## config.mk

```make
export PLATFORM = sky130hd
export DESIGN_NAME = byte_stream_tokenizer
export DESIGN_NICKNAME = d
export VERILOG_FILES = /design/src/rtl/bst_pkg.sv /design/src/rtl/bst_front.sv /design/src/rtl/bst_fifo.sv /design/src/rtl/bst_back.sv /design/src/rtl/byte_stream_tokenizer.sv
export SDC_FILE = /design/constraint.sdc
export NUM_CORES = 1
export LEC_CHECK = 0
export BUFFER_PORTS_ARGS = -buffer_cell sky130_fd_sc_hd__buf_4
export CAP_MARGIN = 10
export CORE_ASPECT_RATIO = 2
export CORE_MARGIN = 4
export CORE_UTILIZATION = 45
export DETAILED_ROUTE_END_ITERATION = 12
export PLACE_DENSITY = 0.58
export SYNTH_ARGS = -nofsm -noshare
export SYNTH_HDL_FRONTEND = slang
export SYNTH_HIERARCHICAL = 1
export SYNTH_SLANG_ARGS = --single-unit
```

## constraint.sdc

```tcl
create_clock -name clk -period 18.5 [get_ports clk]
set_input_delay 2.775 -clock clk [delete_from_list [all_inputs] [get_ports clk]]
set_output_delay 2.775 -clock clk [all_outputs]
set_load 0.01 [all_outputs]
```

## src/rtl/bst_pkg.sv

```systemverilog
`timescale 1ns / 1ps
`default_nettype none
package bst_pkg;

  localparam int POS_WIDTH = 16;

  localparam int QUEUE_DEPTH = 4;
  localparam int QUEUE_AW    = $clog2(QUEUE_DEPTH);

  localparam logic [3:0] KIND_EOF    = 4'd0;
  localparam logic [3:0] KIND_NL     = 4'd1;
  localparam logic [3:0] KIND_LPAREN = 4'd2;
  localparam logic [3:0] KIND_RPAREN = 4'd3;
  localparam logic [3:0] KIND_LBRACE = 4'd4;
  localparam logic [3:0] KIND_RBRACE = 4'd5;
  localparam logic [3:0] KIND_LESS   = 4'd6;
  localparam logic [3:0] KIND_PLUS   = 4'd7;
  localparam logic [3:0] KIND_MINUS  = 4'd8;
  localparam logic [3:0] KIND_ASSIGN = 4'd9;
  localparam logic [3:0] KIND_IDENT  = 4'd10;
  localparam logic [3:0] KIND_WHILE  = 4'd11;
  localparam logic [3:0] KIND_INT    = 4'd12;
  localparam logic [3:0] KIND_ERROR  = 4'd13;

  localparam logic [1:0] CAUSE_NONE     = 2'd0;
  localparam logic [1:0] CAUSE_NO_EQUAL = 2'd1;
  localparam logic [1:0] CAUSE_BAD_CHAR = 2'd2;

  localparam logic [7:0] CH_NUL    = 8'h00;
  localparam logic [7:0] CH_TAB    = 8'h09;
  localparam logic [7:0] CH_LF     = 8'h0A;
  localparam logic [7:0] CH_CR     = 8'h0D;
  localparam logic [7:0] CH_SPACE  = 8'h20;
  localparam logic [7:0] CH_LPAREN = 8'h28;
  localparam logic [7:0] CH_RPAREN = 8'h29;
  localparam logic [7:0] CH_PLUS   = 8'h2B;
  localparam logic [7:0] CH_MINUS  = 8'h2D;
  localparam logic [7:0] CH_COLON  = 8'h3A;
  localparam logic [7:0] CH_LESS   = 8'h3C;
  localparam logic [7:0] CH_EQUAL  = 8'h3D;
  localparam logic [7:0] CH_UNDER  = 8'h5F;
  localparam logic [7:0] CH_LBRACE = 8'h7B;
  localparam logic [7:0] CH_RBRACE = 8'h7D;

  localparam logic [2:0] KW_LEN = 3'd5;

  typedef struct packed {
    logic [3:0]  kind;
    logic [15:0] start;
    logic [15:0] length;
    logic [1:0]  cause;
  } tok_t;

  // one accepted byte's results: one or two tokens
  typedef struct packed {
    logic two;
    tok_t first;
    tok_t second;
  } entry_t;

  function automatic logic is_digit(input logic [7:0] c);
    return (c >= 8'h30) && (c <= 8'h39);
  endfunction

  function automatic logic is_word_start(input logic [7:0] c);
    return ((c >= 8'h41) && (c <= 8'h5A)) || ((c >= 8'h61) && (c <= 8'h7A)) ||
           (c == CH_UNDER);
  endfunction

  // characters of "while"
  function automatic logic [7:0] kw_char(input logic [2:0] idx);
    logic [7:0] r;
    unique case (idx)
      3'd0:    r = 8'h77;
      3'd1:    r = 8'h68;
      3'd2:    r = 8'h69;
      3'd3:    r = 8'h6C;
      3'd4:    r = 8'h65;
      default: r = CH_NUL;
    endcase
    return r;
  endfunction

endpackage
`default_nettype wire

```

## src/rtl/bst_front.sv

```systemverilog
`timescale 1ns / 1ps
`default_nettype none
module bst_front (
  input  wire logic              clk,
  input  wire logic              rst,
  input  wire logic              push,
  input  wire logic              full,
  input  wire logic [7:0]        text_byte,
  output logic                   q_push,
  output bst_pkg::entry_t        q_entry
);

  localparam logic [2:0] MODE_IDLE  = 3'd0;
  localparam logic [2:0] MODE_CR    = 3'd1;
  localparam logic [2:0] MODE_COLON = 3'd2;
  localparam logic [2:0] MODE_IDENT = 3'd3;
  localparam logic [2:0] MODE_INT   = 3'd4;
  localparam logic [2:0] MODE_ERROR = 3'd5;

  localparam logic [bst_pkg::POS_WIDTH-1:0] POS_TOP = {bst_pkg::POS_WIDTH{1'b1}};

  typedef struct packed {
    logic          emit;
    bst_pkg::tok_t tok;
    logic [2:0]    mode;
    logic          set_pend;
    logic          ident;
    logic          restart;
  } idle_t;

  function automatic idle_t idle_scan(input logic [7:0] c, input logic [15:0] s16);
    idle_t r;
    r = '0;
    r.mode = MODE_IDLE;
    r.tok.start = s16;
    r.tok.kind = bst_pkg::KIND_EOF;
    r.emit = 1'b1;
    unique case (c)
      bst_pkg::CH_SPACE, bst_pkg::CH_TAB: r.emit = 1'b0;
      bst_pkg::CH_NUL: r.restart = 1'b1;
      bst_pkg::CH_CR: begin
        r.emit = 1'b0;
        r.set_pend = 1'b1;
        r.mode = MODE_CR;
      end
      bst_pkg::CH_LF:     r.tok.kind = bst_pkg::KIND_NL;
      bst_pkg::CH_LPAREN: r.tok.kind = bst_pkg::KIND_LPAREN;
      bst_pkg::CH_RPAREN: r.tok.kind = bst_pkg::KIND_RPAREN;
      bst_pkg::CH_LBRACE: r.tok.kind = bst_pkg::KIND_LBRACE;
      bst_pkg::CH_RBRACE: r.tok.kind = bst_pkg::KIND_RBRACE;
      bst_pkg::CH_LESS:   r.tok.kind = bst_pkg::KIND_LESS;
      bst_pkg::CH_PLUS:   r.tok.kind = bst_pkg::KIND_PLUS;
      bst_pkg::CH_MINUS:  r.tok.kind = bst_pkg::KIND_MINUS;
      bst_pkg::CH_COLON: begin
        r.emit = 1'b0;
        r.set_pend = 1'b1;
        r.mode = MODE_COLON;
      end
      default: begin
        if (bst_pkg::is_word_start(c)) begin
          r.emit = 1'b0;
          r.set_pend = 1'b1;
          r.ident = 1'b1;
          r.mode = MODE_IDENT;
        end else if (bst_pkg::is_digit(c)) begin
          r.emit = 1'b0;
          r.set_pend = 1'b1;
          r.mode = MODE_INT;
        end else begin
          r.tok.kind = bst_pkg::KIND_ERROR;
          r.tok.cause = bst_pkg::CAUSE_BAD_CHAR;
          r.mode = MODE_ERROR;
        end
      end
    endcase
    return r;
  endfunction

  logic [2:0]                    mode;
  logic [2:0]                    mode_next;
  logic [bst_pkg::POS_WIDTH-1:0] pos;
  logic [bst_pkg::POS_WIDTH-1:0] pos_next;
  logic [bst_pkg::POS_WIDTH-1:0] pend;
  logic [bst_pkg::POS_WIDTH-1:0] pend_next;
  logic [2:0]                    kw_prog;
  logic [2:0]                    kw_prog_next;
  logic                          kw_poss;
  logic                          kw_poss_next;

  logic          accept;
  logic          use_idle;
  logic          have0;
  logic          restart;
  idle_t         s;
  bst_pkg::tok_t tok_end;

  assign accept = push && !full;
  assign s = idle_scan(text_byte, 16'(pos));

  always_comb begin
    tok_end        = '0;
    tok_end.start  = 16'(pend);
    tok_end.length = 16'(pos - pend);
    tok_end.kind   = (kw_poss && (kw_prog == bst_pkg::KW_LEN)) ?
                     bst_pkg::KIND_WHILE : bst_pkg::KIND_IDENT;

    mode_next    = mode;
    pend_next    = pend;
    kw_prog_next = kw_prog;
    kw_poss_next = kw_poss;
    use_idle     = 1'b0;
    have0        = 1'b0;
    restart      = 1'b0;
    q_entry      = '0;

    unique case (mode)
      MODE_ERROR: ;
      MODE_CR: begin
        q_entry.first = '0;
        q_entry.first.kind = bst_pkg::KIND_NL;
        q_entry.first.start = 16'(pend);
        have0 = 1'b1;
        mode_next = MODE_IDLE;
        use_idle = (text_byte != bst_pkg::CH_LF);
      end
      MODE_COLON: begin
        have0 = 1'b1;
        if (text_byte == bst_pkg::CH_EQUAL) begin
          q_entry.first.kind = bst_pkg::KIND_ASSIGN;
          q_entry.first.start = 16'(pend);
          mode_next = MODE_IDLE;
        end else begin
          q_entry.first.kind = bst_pkg::KIND_ERROR;
          q_entry.first.start = 16'(pos);
          q_entry.first.cause = bst_pkg::CAUSE_NO_EQUAL;
          mode_next = MODE_ERROR;
        end
      end
      MODE_IDENT: begin
        if (bst_pkg::is_word_start(text_byte) || bst_pkg::is_digit(text_byte)) begin
          if (kw_poss && (kw_prog < bst_pkg::KW_LEN) &&
              (text_byte == bst_pkg::kw_char(kw_prog))) begin
            kw_prog_next = kw_prog + 3'd1;
          end else begin
            kw_poss_next = 1'b0;
          end
        end else begin
          q_entry.first = tok_end;
          have0 = 1'b1;
          use_idle = 1'b1;
        end
      end
      MODE_INT: begin
        if (!bst_pkg::is_digit(text_byte)) begin
          q_entry.first = tok_end;
          q_entry.first.kind = bst_pkg::KIND_INT;
          have0 = 1'b1;
          use_idle = 1'b1;
        end
      end
      default: use_idle = 1'b1;
    endcase

    if (use_idle) begin
      mode_next = s.mode;
      restart = s.restart;
      if (s.set_pend) begin
        pend_next = pos;
      end
      if (s.ident) begin
        kw_prog_next = (text_byte == bst_pkg::kw_char(3'd0)) ? 3'd1 : 3'd0;
        kw_poss_next = (text_byte == bst_pkg::kw_char(3'd0));
      end
      if (s.emit || s.restart) begin
        if (have0) begin
          q_entry.second = s.tok;
          q_entry.two = 1'b1;
        end else begin
          q_entry.first = s.tok;
          have0 = 1'b1;
        end
      end
    end

    if (restart) begin
      pos_next = '0;
    end else if (pos != POS_TOP) begin
      pos_next = pos + 1'b1;
    end else begin
      pos_next = pos;
    end
  end

  assign q_push = accept && have0;

  always_ff @(posedge clk) begin
    if (rst) begin
      mode    <= MODE_IDLE;
      pos     <= '0;
      pend    <= '0;
      kw_prog <= 3'd0;
      kw_poss <= 1'b1;
    end else if (accept) begin
      mode    <= mode_next;
      pos     <= pos_next;
      pend    <= pend_next;
      kw_prog <= kw_prog_next;
      kw_poss <= kw_poss_next;
    end
  end

  a_no_push_after_error: assert property (@(posedge clk) disable iff (rst)
    (mode == MODE_ERROR) |-> !q_push)
    else $error("transaction produced after error");

  a_kw_prog_range: assert property (@(posedge clk) disable iff (rst)
    kw_prog <= bst_pkg::KW_LEN)
    else $error("keyword progress out of range");

  a_eof_restarts: assert property (@(posedge clk) disable iff (rst)
    (accept && restart) |=> (pos == '0) && (mode == MODE_IDLE))
    else $error("end of text did not restart");

endmodule
`default_nettype wire

```

## src/rtl/bst_fifo.sv

```systemverilog
`timescale 1ns / 1ps
`default_nettype none
module bst_fifo (
  input  wire logic            clk,
  input  wire logic            rst,
  input  wire logic            wr,
  input  wire bst_pkg::entry_t wr_data,
  input  wire logic            rd,
  output bst_pkg::entry_t      rd_data,
  output logic                 full,
  output logic                 empty
);

  bst_pkg::entry_t               slots [bst_pkg::QUEUE_DEPTH];
  logic [bst_pkg::QUEUE_AW-1:0]  wptr;
  logic [bst_pkg::QUEUE_AW-1:0]  rptr;
  logic [bst_pkg::QUEUE_AW:0]    count;

  assign full    = (count == (bst_pkg::QUEUE_AW+1)'(bst_pkg::QUEUE_DEPTH));
  assign empty   = (count == '0);
  assign rd_data = slots[rptr];

  always_ff @(posedge clk) begin
    if (wr && !full) begin
      slots[wptr] <= wr_data;
    end
  end

  always_ff @(posedge clk) begin
    if (rst) begin
      wptr  <= '0;
      rptr  <= '0;
      count <= '0;
    end else begin
      if (wr && !full) begin
        wptr <= wptr + 1'b1;
      end
      if (rd && !empty) begin
        rptr <= rptr + 1'b1;
      end
      count <= count + (bst_pkg::QUEUE_AW+1)'(wr && !full)
                     - (bst_pkg::QUEUE_AW+1)'(rd && !empty);
    end
  end

  a_no_overflow: assert property (@(posedge clk) disable iff (rst)
    !(wr && full))
    else $error("write to full queue");

endmodule
`default_nettype wire

```

## src/rtl/bst_back.sv

```systemverilog
`timescale 1ns / 1ps
`default_nettype none
module bst_back (
  input  wire logic            clk,
  input  wire logic            rst,
  input  wire bst_pkg::entry_t q_data,
  input  wire logic            q_empty,
  output logic                 q_rd,
  input  wire logic            pop,
  output logic                 empty,
  output logic [3:0]           token_kind,
  output logic [15:0]          token_start,
  output logic [15:0]          token_length,
  output logic [1:0]           error_cause,
  output logic                 last_of_run
);

  bst_pkg::entry_t stage;
  logic            valid;
  logic            idx;
  bst_pkg::tok_t   cur;
  logic            take;

  assign cur          = idx ? stage.second : stage.first;
  assign token_kind   = cur.kind;
  assign token_start  = cur.start;
  assign token_length = cur.length;
  assign error_cause  = cur.cause;
  assign last_of_run  = !stage.two || idx;
  assign empty        = !valid;

  assign take = pop && valid;
  assign q_rd = (!valid || (take && last_of_run)) && !q_empty;

  always_ff @(posedge clk) begin
    if (q_rd) begin
      stage <= q_data;
    end
  end

  always_ff @(posedge clk) begin
    if (rst) begin
      valid <= 1'b0;
      idx   <= 1'b0;
    end else if (q_rd) begin
      valid <= 1'b1;
      idx   <= 1'b0;
    end else if (take) begin
      if (last_of_run) begin
        valid <= 1'b0;
        idx   <= 1'b0;
      end else begin
        idx <= 1'b1;
      end
    end
  end

  a_second_only_for_pairs: assert property (@(posedge clk) disable iff (rst)
    (valid && idx) |-> stage.two)
    else $error("second slot shown for single-token transaction");

endmodule
`default_nettype wire

```

## src/rtl/byte_stream_tokenizer.sv

```systemverilog
`timescale 1ns / 1ps
`default_nettype none
// A token reaches the result ports through a queue slot and then the registered
// output stage. Throughput: one byte per cycle while full is low; a byte that ends
// a token and is itself a one-byte token yields two tokens, which leave one per pop.
// A 4-entry queue sits between the scanner and the output stage.
// Reset: synchronous rst clears scan state, position, queue and output stage.
module byte_stream_tokenizer (
  input  wire logic        clk,
  input  wire logic        rst,
  input  wire logic        push,
  output logic             full,
  input  wire logic [7:0]  text_byte,
  output logic             empty,
  input  wire logic        pop,
  output logic [3:0]       token_kind,
  output logic [15:0]      token_start,
  output logic [15:0]      token_length,
  output logic [1:0]       error_cause,
  output logic             last_of_run
);

  logic            q_push;
  bst_pkg::entry_t q_wdata;
  bst_pkg::entry_t q_rdata;
  logic            q_rd;
  logic            q_empty;

  bst_front u_front (
    .clk       (clk),
    .rst       (rst),
    .push      (push),
    .full      (full),
    .text_byte (text_byte),
    .q_push    (q_push),
    .q_entry   (q_wdata)
  );

  bst_fifo u_fifo (
    .clk     (clk),
    .rst     (rst),
    .wr      (q_push),
    .wr_data (q_wdata),
    .rd      (q_rd),
    .rd_data (q_rdata),
    .full    (full),
    .empty   (q_empty)
  );

  bst_back u_back (
    .clk          (clk),
    .rst          (rst),
    .q_data       (q_rdata),
    .q_empty      (q_empty),
    .q_rd         (q_rd),
    .pop          (pop),
    .empty        (empty),
    .token_kind   (token_kind),
    .token_start  (token_start),
    .token_length (token_length),
    .error_cause  (error_cause),
    .last_of_run  (last_of_run)
  );

endmodule
`default_nettype wire

```

=== Word level (Yosys, flattened, before mapping) ===
Memory sizes are Yosys's and may differ from the RTL's. A register that Yosys moved wholly into a read port is not among the register bits.
Cells that the tools add are included.

* Eq/ne operators: 29
* Div/mod/pow operators: 0
* Shift-type cells: 0
* Multiply operators: 0
* Reductions and logical operators: 42
* Order comparisons: 7
* Add/subtract/negate cells: 7
* Mux-type cells: 61
* Bitwise logic cells: 0

{| class="wikitable"
|+ Operator list
! cell !! number
|-
| 38-bit 2-to-1 mux || 5
|-
| 77-bit 2-to-1 mux || 2
|-
| 20-bit one-hot mux with 4 select lines || 1
|-
| 8-bit by 6-bit == test with 1-bit output, second input constant || 8
|-
| 4-bit one-hot mux with 9 select lines || 1
|-
| 7-bit one-hot mux with 5 select lines || 1
|-
| 8-bit by 7-bit == test with 1-bit output, second input constant || 4
|-
| 16-bit 2-to-1 mux || 2
|-
| 16-bit one-hot mux with 2 select lines || 1
|-
| 1-bit 2-to-1 mux || 26
|-
| 8-bit by 4-bit == test with 1-bit output, second input constant || 3
|-
| 3-bit 2-to-1 mux || 7
|-
| 19-bit 2-to-1 mux || 1
|-
| 16-bit by 1-bit adder with 16-bit output, second input constant || 1
|-
| 8-bit by 7-bit >= comparator with 1-bit output, second input constant || 2
|-
| 8-bit by 7-bit less-or-equal comparator with 1-bit output, second input constant || 2
|-
| 8-bit 2-to-1 mux || 2
|-
| 16-bit != test, second input constant || 1
|-
| 16-bit subtractor || 1
|-
| 3-bit == test, second input constant || 5
|-
| 1-bit logical AND || 13
|-
| 13-bit OR reduction || 1
|-
| 3-bit by 2-bit == test with 1-bit output, second input constant || 4
|-
| 4-bit 2-to-1 mux || 3
|-
| other kinds (30) || 49
|}

* Register bits after elaboration: 48
* Memories: 1
* Output and inout port bits: 41
* Bits in latches: 0
* Memory bits (read-only): 0
* Memory bits (writable): 308

{| class="wikitable"
|+ Memories
! name !! words !! width !! read ports !! clocked after memory_dff !! write ports !! line !! RTL
|-
| u_fifo.slots || 4 || 77 || 1 || 1 || 1 || bst_fifo.sv:14 || <nowiki>bst_pkg::entry_t slots [bst_pkg::QUEUE_DEPTH];</nowiki>
|}

=== Longest topological paths before layout ===
* Depth after elaboration: 14
* Mapped depth: 14

=== Hierarchy ===
The synthesis kept the hierarchy.

{| class="wikitable"
|+ Modules (own cells, without submodules)
! module !! times used !! seq. area each (um2) !! area an instance (um2) !! cells an instance
|-
| bst_fifo || 1 || 9,429.0 || 11,611.1 || 454
|-
| bst_front || 1 || 780.7 || 4,060.1 || 539
|-
| bst_back || 1 || 2,352.3 || 2,895.3 || 131
|}

=== Worst setup path before layout ===
Ideal clock, no wire load.

* Path type: input to register
* From: in pop
* To: reg u_fifo/count[2] (netlist name)
* Data arrival time: 7,830 ps
* Required time: 18,375 ps
* Library setup time: 125 ps
* Path slack: 10,546 ps
* Stages on the path: 11
* Path buffers: 0
* Path through: a21oi_1 nor2_1 o31ai_1 inv_1 ha_1 inv_1 ha_1 fa_1 xnor2_1 xnor2_1 nor2_1

* Word-level cells in the longest chain between the ends: 6

{| class="wikitable"
|+ Ends and longest elaborated chain
! element !! line !! RTL
|-
| start, declared || byte_stream_tokenizer.sv:15 || <nowiki>input wire logic pop,</nowiki>
|-
| 1-bit logical AND || bst_back.sv:32 || <nowiki>assign take = pop && valid;</nowiki>
|-
| 1-bit logical AND || bst_back.sv:33 || <nowiki>assign q_rd = (!valid || (take && last_of_run)) && !q_empty;</nowiki>
|-
| 1-bit logical OR || bst_back.sv:33 ||
|-
| 1-bit logical AND || bst_back.sv:33 ||
|-
| net q_rd || byte_stream_tokenizer.sv:26 || <nowiki>logic q_rd;</nowiki>
|-
| 1-bit logical AND || bst_fifo.sv:42 || <nowiki>- (bst_pkg::QUEUE_AW+1)'(rd && !empty);</nowiki>
|-
| 3-bit by 1-bit subtractor with 3-bit output || bst_fifo.sv:42 ||
|-
| end signal, assigned || bst_fifo.sv:41 || <nowiki>count <= count + (bst_pkg::QUEUE_AW+1)'(wr && !full)</nowiki>
|-
| end, declared || bst_fifo.sv:17 || <nowiki>logic [bst_pkg::QUEUE_AW:0] count;</nowiki>
|}

The timed path passes the listed nets, and every way through them passes these cells.
A chain may end at the register's enable or synchronous reset.

=== Worst setup path in the final report ===
* From: in text_byte[0]
* To: mem u_fifo/slots[2][49] (netlist name), enable pin

* Word-level cells in the longest chain between the ends: 13

{| class="wikitable"
|+ Ends and longest elaborated chain
! element !! line !! RTL
|-
| start, declared || byte_stream_tokenizer.sv:13 || <nowiki>input wire logic [7:0] text_byte,</nowiki>
|-
| 8-bit by 7-bit >= comparator with 1-bit output / 8-bit by 7-bit less-or-equal comparator with 1-bit output (equally long branches) || bst_pkg.sv:66 || <nowiki>return ((c >= 8'h41) && (c <= 8'h5A)) || ((c >= 8'h61) && (c <= 8'h7A)) ||</nowiki>
|-
| 1-bit logical AND || bst_pkg.sv:66 ||
|-
| 1-bit logical OR (2 in series) || bst_pkg.sv:66 ||
|-
| 1-bit logical OR / 1-bit 2-to-1 mux (equally long branches) || bst_front.sv:140, bst_front.sv:60 ||
|-
| 1-bit 2-to-1 mux / 1-bit one-hot mux with 2 select lines (equally long branches) || bst_front.sv:140, bst_front.sv:38 ||
|-
| 1-bit one-hot mux with 3 select lines / 1-bit logical OR (equally long branches) || bst_front.sv:116, bst_front.sv:174 ||
|-
| 1-bit 2-to-1 mux || bst_front.sv:174 || <nowiki>if (s.emit || s.restart) begin</nowiki>
|-
| 1-bit 2-to-1 mux (*) || bst_front.sv:164 || <nowiki>if (use_idle) begin</nowiki>
|-
| 1-bit logical AND (*) || bst_front.sv:194 || <nowiki>assign q_push = accept && have0;</nowiki>
|-
| net q_push || byte_stream_tokenizer.sv:23 || <nowiki>logic q_push;</nowiki>
|-
| 1-bit logical AND (*) || bst_fifo.sv:24 || <nowiki>if (wr && !full) begin</nowiki>
|-
| 1-bit 2-to-1 mux (*) || bst_fifo.sv:24 ||
|-
| 1-bit 2-to-1 mux (implied by the code) (*) || bst_fifo.sv:25 || <nowiki>slots[wptr] <= wr_data;</nowiki>
|-
| end, declared || bst_fifo.sv:14 ||
|}

The timed path passes the listed nets; every way through them passes the cells marked *.

==> results by group <==
Run status
  – Status: finished clean

Critical path
  – Critical Path Stages: 10
  – Flop-to-flop setup slack: approximately 14 ns
  – Startpoint types: input pin
  – Reg2reg start: u_front/mode[2]
  – Worst EP arrival: around 6.5 ns
  – Most frequent CP cell: buf_4
  – Critical Path End: u_fifo/slots[2][49]
  – Worst setup startpoint: text_byte[0]
  – Crit path max-delay cell type: buf_4
  – Buf/Inv on CP: 3
  – R2R depth: 9
  – Crit end category: flip-flop
  – Setup CP Type: in -> reg
  – Crit path max fanout: 55
  – RR Endpoint: u_fifo/slots[2][49]
  – CP max stage delay: 0.73 ns
  – CP cell instances: buf_4 -> or3_4 -> o311a_4 -> a21oi_2 -> nand4_2 -> a21oi_1 -> inv_1 -> nor2_1 -> and2_4 -> buf_4
  – Top cell family by delay on the critical path: simple AND/OR/NAND/NOR gates
  – CP required: 18.63 ns

Clock network
  – # resized after CTS: 0
  – H-tree levels: 2
  – Post-CTS Setup Inserts: 0
  – Max clock buf depth: 3
  – Clock Root Buffer: clkbuf_16
  – Worst-path clk slew: about 0.060 ns
  – CTS tree: yes
  – Worst-Skew Late Latency: 0.51 ns
  – Sink Count: 435
  – # hold bufs at CTS: 0
  – Total CTS buffers: 37

Placed design
  – GPL Wtd Cong: about 0.85
  – Dpl cell area: 19300 um2
  – Port bufs: 52
  – HPWL after detailed placement: 25000 um
  – Placement Setup Slack: around 12 ns

Die
  – CORE AREA: roughly 41000 um2
  – Die height: 295 um
  – Die Wd: 152 um
  – Standard-cell rows: approximately 110
  – Starting Density: 0.454
  – Die footprint: roughly 45000 um2
  – # IOs: 53

Routing
  – DRC Markers: 0
  – Initial DRC count: 436
  – Met2 routed WL: 22600 um
  – Met1 WL: approximately 14000 um
  – WL met3: 980 um
  – Wire per inst: 22.3 um
  – Final wirelength: ~39000 um
  – DRT Pass-1 Iters: 5
  – Top sig layer: met4
  – Post-route ant nets: 0
  – Vias per inst: 5.61
  – Via Count: 9718

Timing
  – Worst hold slack: roughly 0.48 ns
  – Min cycle time layout: ~6.4 ns
  – Endpoints failing setup: 0
  – Final period util: 0.345
  – Final setup TNS: 0 ns
  – Slew Limit Fails: 0
  – Tightest Pin Transition: 1.03 ns
  – Max Clk Rate: 157 MHz
  – Fin. Hold Viols: 0
  – Slew headroom: 0.304
  – Final Skew: 0.0101 ns
  – Final worst setup slack: approximately 12 ns
  – Unrepaired setup endpoints after global routing: false

Final layout
  – Nets: 1213
  – Fillers: roughly 3300
  – Design Area, Final: 20500 um2
  – ANT cells: 0
  – Layout cells sized above 1: 0.218
  – Area delta synth->final: 10.5%

Yosys
  – Cell accounting for the most synthesized area: edfxtp_1
  – Async SR Flop Fraction: 0
  – FF+latch count, synth: 435
  – Seq/Total Area, Yosys: 0.677
  – Yosys warning count: 6
  – Mapped cell area: 18600 um2
  – Ys flop type: edfxtp_1
  – Post-synth EDFFs: 385
  – Cell count after synthesis: 1124
  – Post-synth top area share: 0.623
  – Mean Syn Cell Area: 16.5 um2
  – Synth area leaders: edfxtp_1, mux4_2, dfxtp_1
  – Synth cell types: 83

GRT
  – Initial antenna violation count: 0
  – Vias in the first global route: 10300
  – GRT Util Overall: 0.177
  – Overflow after GRT: 0
  – Pin count of the biggest net entering global routing: between 60 and 70
  – First-pass GRT wire length: 59700 um

Power
  – Max VDD drop: 0.0000624 V
  – Switching fraction of total power: 0.266
  – Internal power: 2.02 mW
  – NetSw: 0.732 mW
  – Comb power frac: 0.220
  – Register share of total power: 0.500
  – P_leak: 6.68 nW
  – Clock Power Share: 0.281
  – P per Cell Area: about 130 nW/um2

Job
  – Max cap viols: 0

Min path
  – HP Class: reg -> reg
-- logic make-up after synthesis --
group	count (synthesis)	synth area share
DFF	435	0.677
and+or+nand+nor	239	0.0699
AOI/OAI and AO/OA	150	0.0592
muxes	137	0.128
buffers and inverters	109	0.0341
adders and majority gates	29	0.0204
xor gates and xnor gates	24	0.0113
other	1	0.000202
-- sequential cells by signal, summed over array words and instances (netlist names), named ones only --
name             cells
u_fifo/slots       308
u_back/stage        77
u_front/pend        16
u_front/pos         16
u_fifo/count         3
u_front/kw_prog      3
u_front/mode         3
u_fifo/rptr          2
u_fifo/wptr          2
u_back/idx           1
u_back/valid         1
u_front/kw_poss      1
-- cell usage after synthesis (all sizes together), types with 11 or more instances --
cell type / count
a21oi: 37
a22o: 16
and2: 22
buf: 52
clkbuf: 21
dfxtp: 50
edfxtp: 385
ha: 27
inv: 36
mux2: 39
mux2i: 21
mux4: 77
nand2: 33
nand2b: 15
nand3: 16
nor2: 64
nor2b: 12
nor3: 22
o21ai: 20
xnor2: 11
xor2: 13
-- placed cells by master (no fill, tap or decap), drive strengths merged, types with 9 or more instances in the layout --
cell	netlist	routed
nand2	33	33
mux4	77	77
a21o	9	9
conb	1	17
ha	27	27
clkinv	0	16
nand2b	15	15
nor2b	12	12
and2	22	22
dfxtp	50	50
nor2	64	64
edfxtp	385	385
a22o	16	16
xor2	13	13
inv	36	36
nor3	22	22
nand3	16	16
xnor2	11	11
o21ai	20	20
nand4	9	9
buf	52	66
mux2i	21	21
clkbuf	21	44
a21oi	37	37
mux2	39	39
-- power by group through the flow --
stage               logic [mW]  registers (mW)  clock network [mW]
finish                   0.606            1.38               0.773
global route             0.659            1.40               0.835
CTS                      0.628            1.38               0.799
detailed placement       0.626            1.40                   0
global placement         0.621            1.40                   0
floorplan                0.456            1.36                   0
-- metal layers --
layer | vias to the layer above | global-route usage
met1 | 5007 | 0.188
met2 | 162 | 0.349
met4 | 0 | 0.0678
met5 | - | 0
li1 | 4478 | -
met3 | 71 | 0.0178
-- layout make-up --
type | instances | area, um2 | area share
clock inverters | 21 | 221 | 0.0108
clock buffers | 44 | 962 | 0.0469
well taps | 535 | 669 | 0.0326
multi-input cells | 596 | 5460 | 0.266
inverters | 36 | 135 | 0.00659
repair buffers | 66 | 495 | 0.0242
flip-flops and latches | 435 | 12600 | 0.613
-- stage by stage --
stage / total power, mW / utilization / cells
floorplan: 1.82 / - / 1140
global placement: 2.02 / 0.473 / 1668
detailed placement: 2.03 / 0.473 / 1668
CTS: 2.81 / 0.502 / 1733
global route: 2.89 / 0.502 / 1733
finish: 2.76 / 0.502 / 1733
-- worst min-delay path, stage by stage, from the launching register on --
cell     delay, ns
dfxtp_1       0.30
o21ai_0       0.07
a21oi_1       0.07
-- how the worst min path moves through the flow --
stage / start / to / slack [ns] / cells after the start
floorplan: u_fifo/rptr[1] / flip-flop / 0.46 / 2
global placement: u_fifo/rptr[1] / flip-flop / 0.46 / 2
detailed placement: u_fifo/rptr[1] / flip-flop / 0.47 / 2
CTS: u_fifo/rptr[1] / flip-flop / 0.48 / 2
global route: u_fifo/rptr[1] / flip-flop / 0.51 / 2
finish: u_fifo/rptr[1] / flip-flop / 0.48 / 2
No activity file was read; power rests on OpenSTA's default activity.
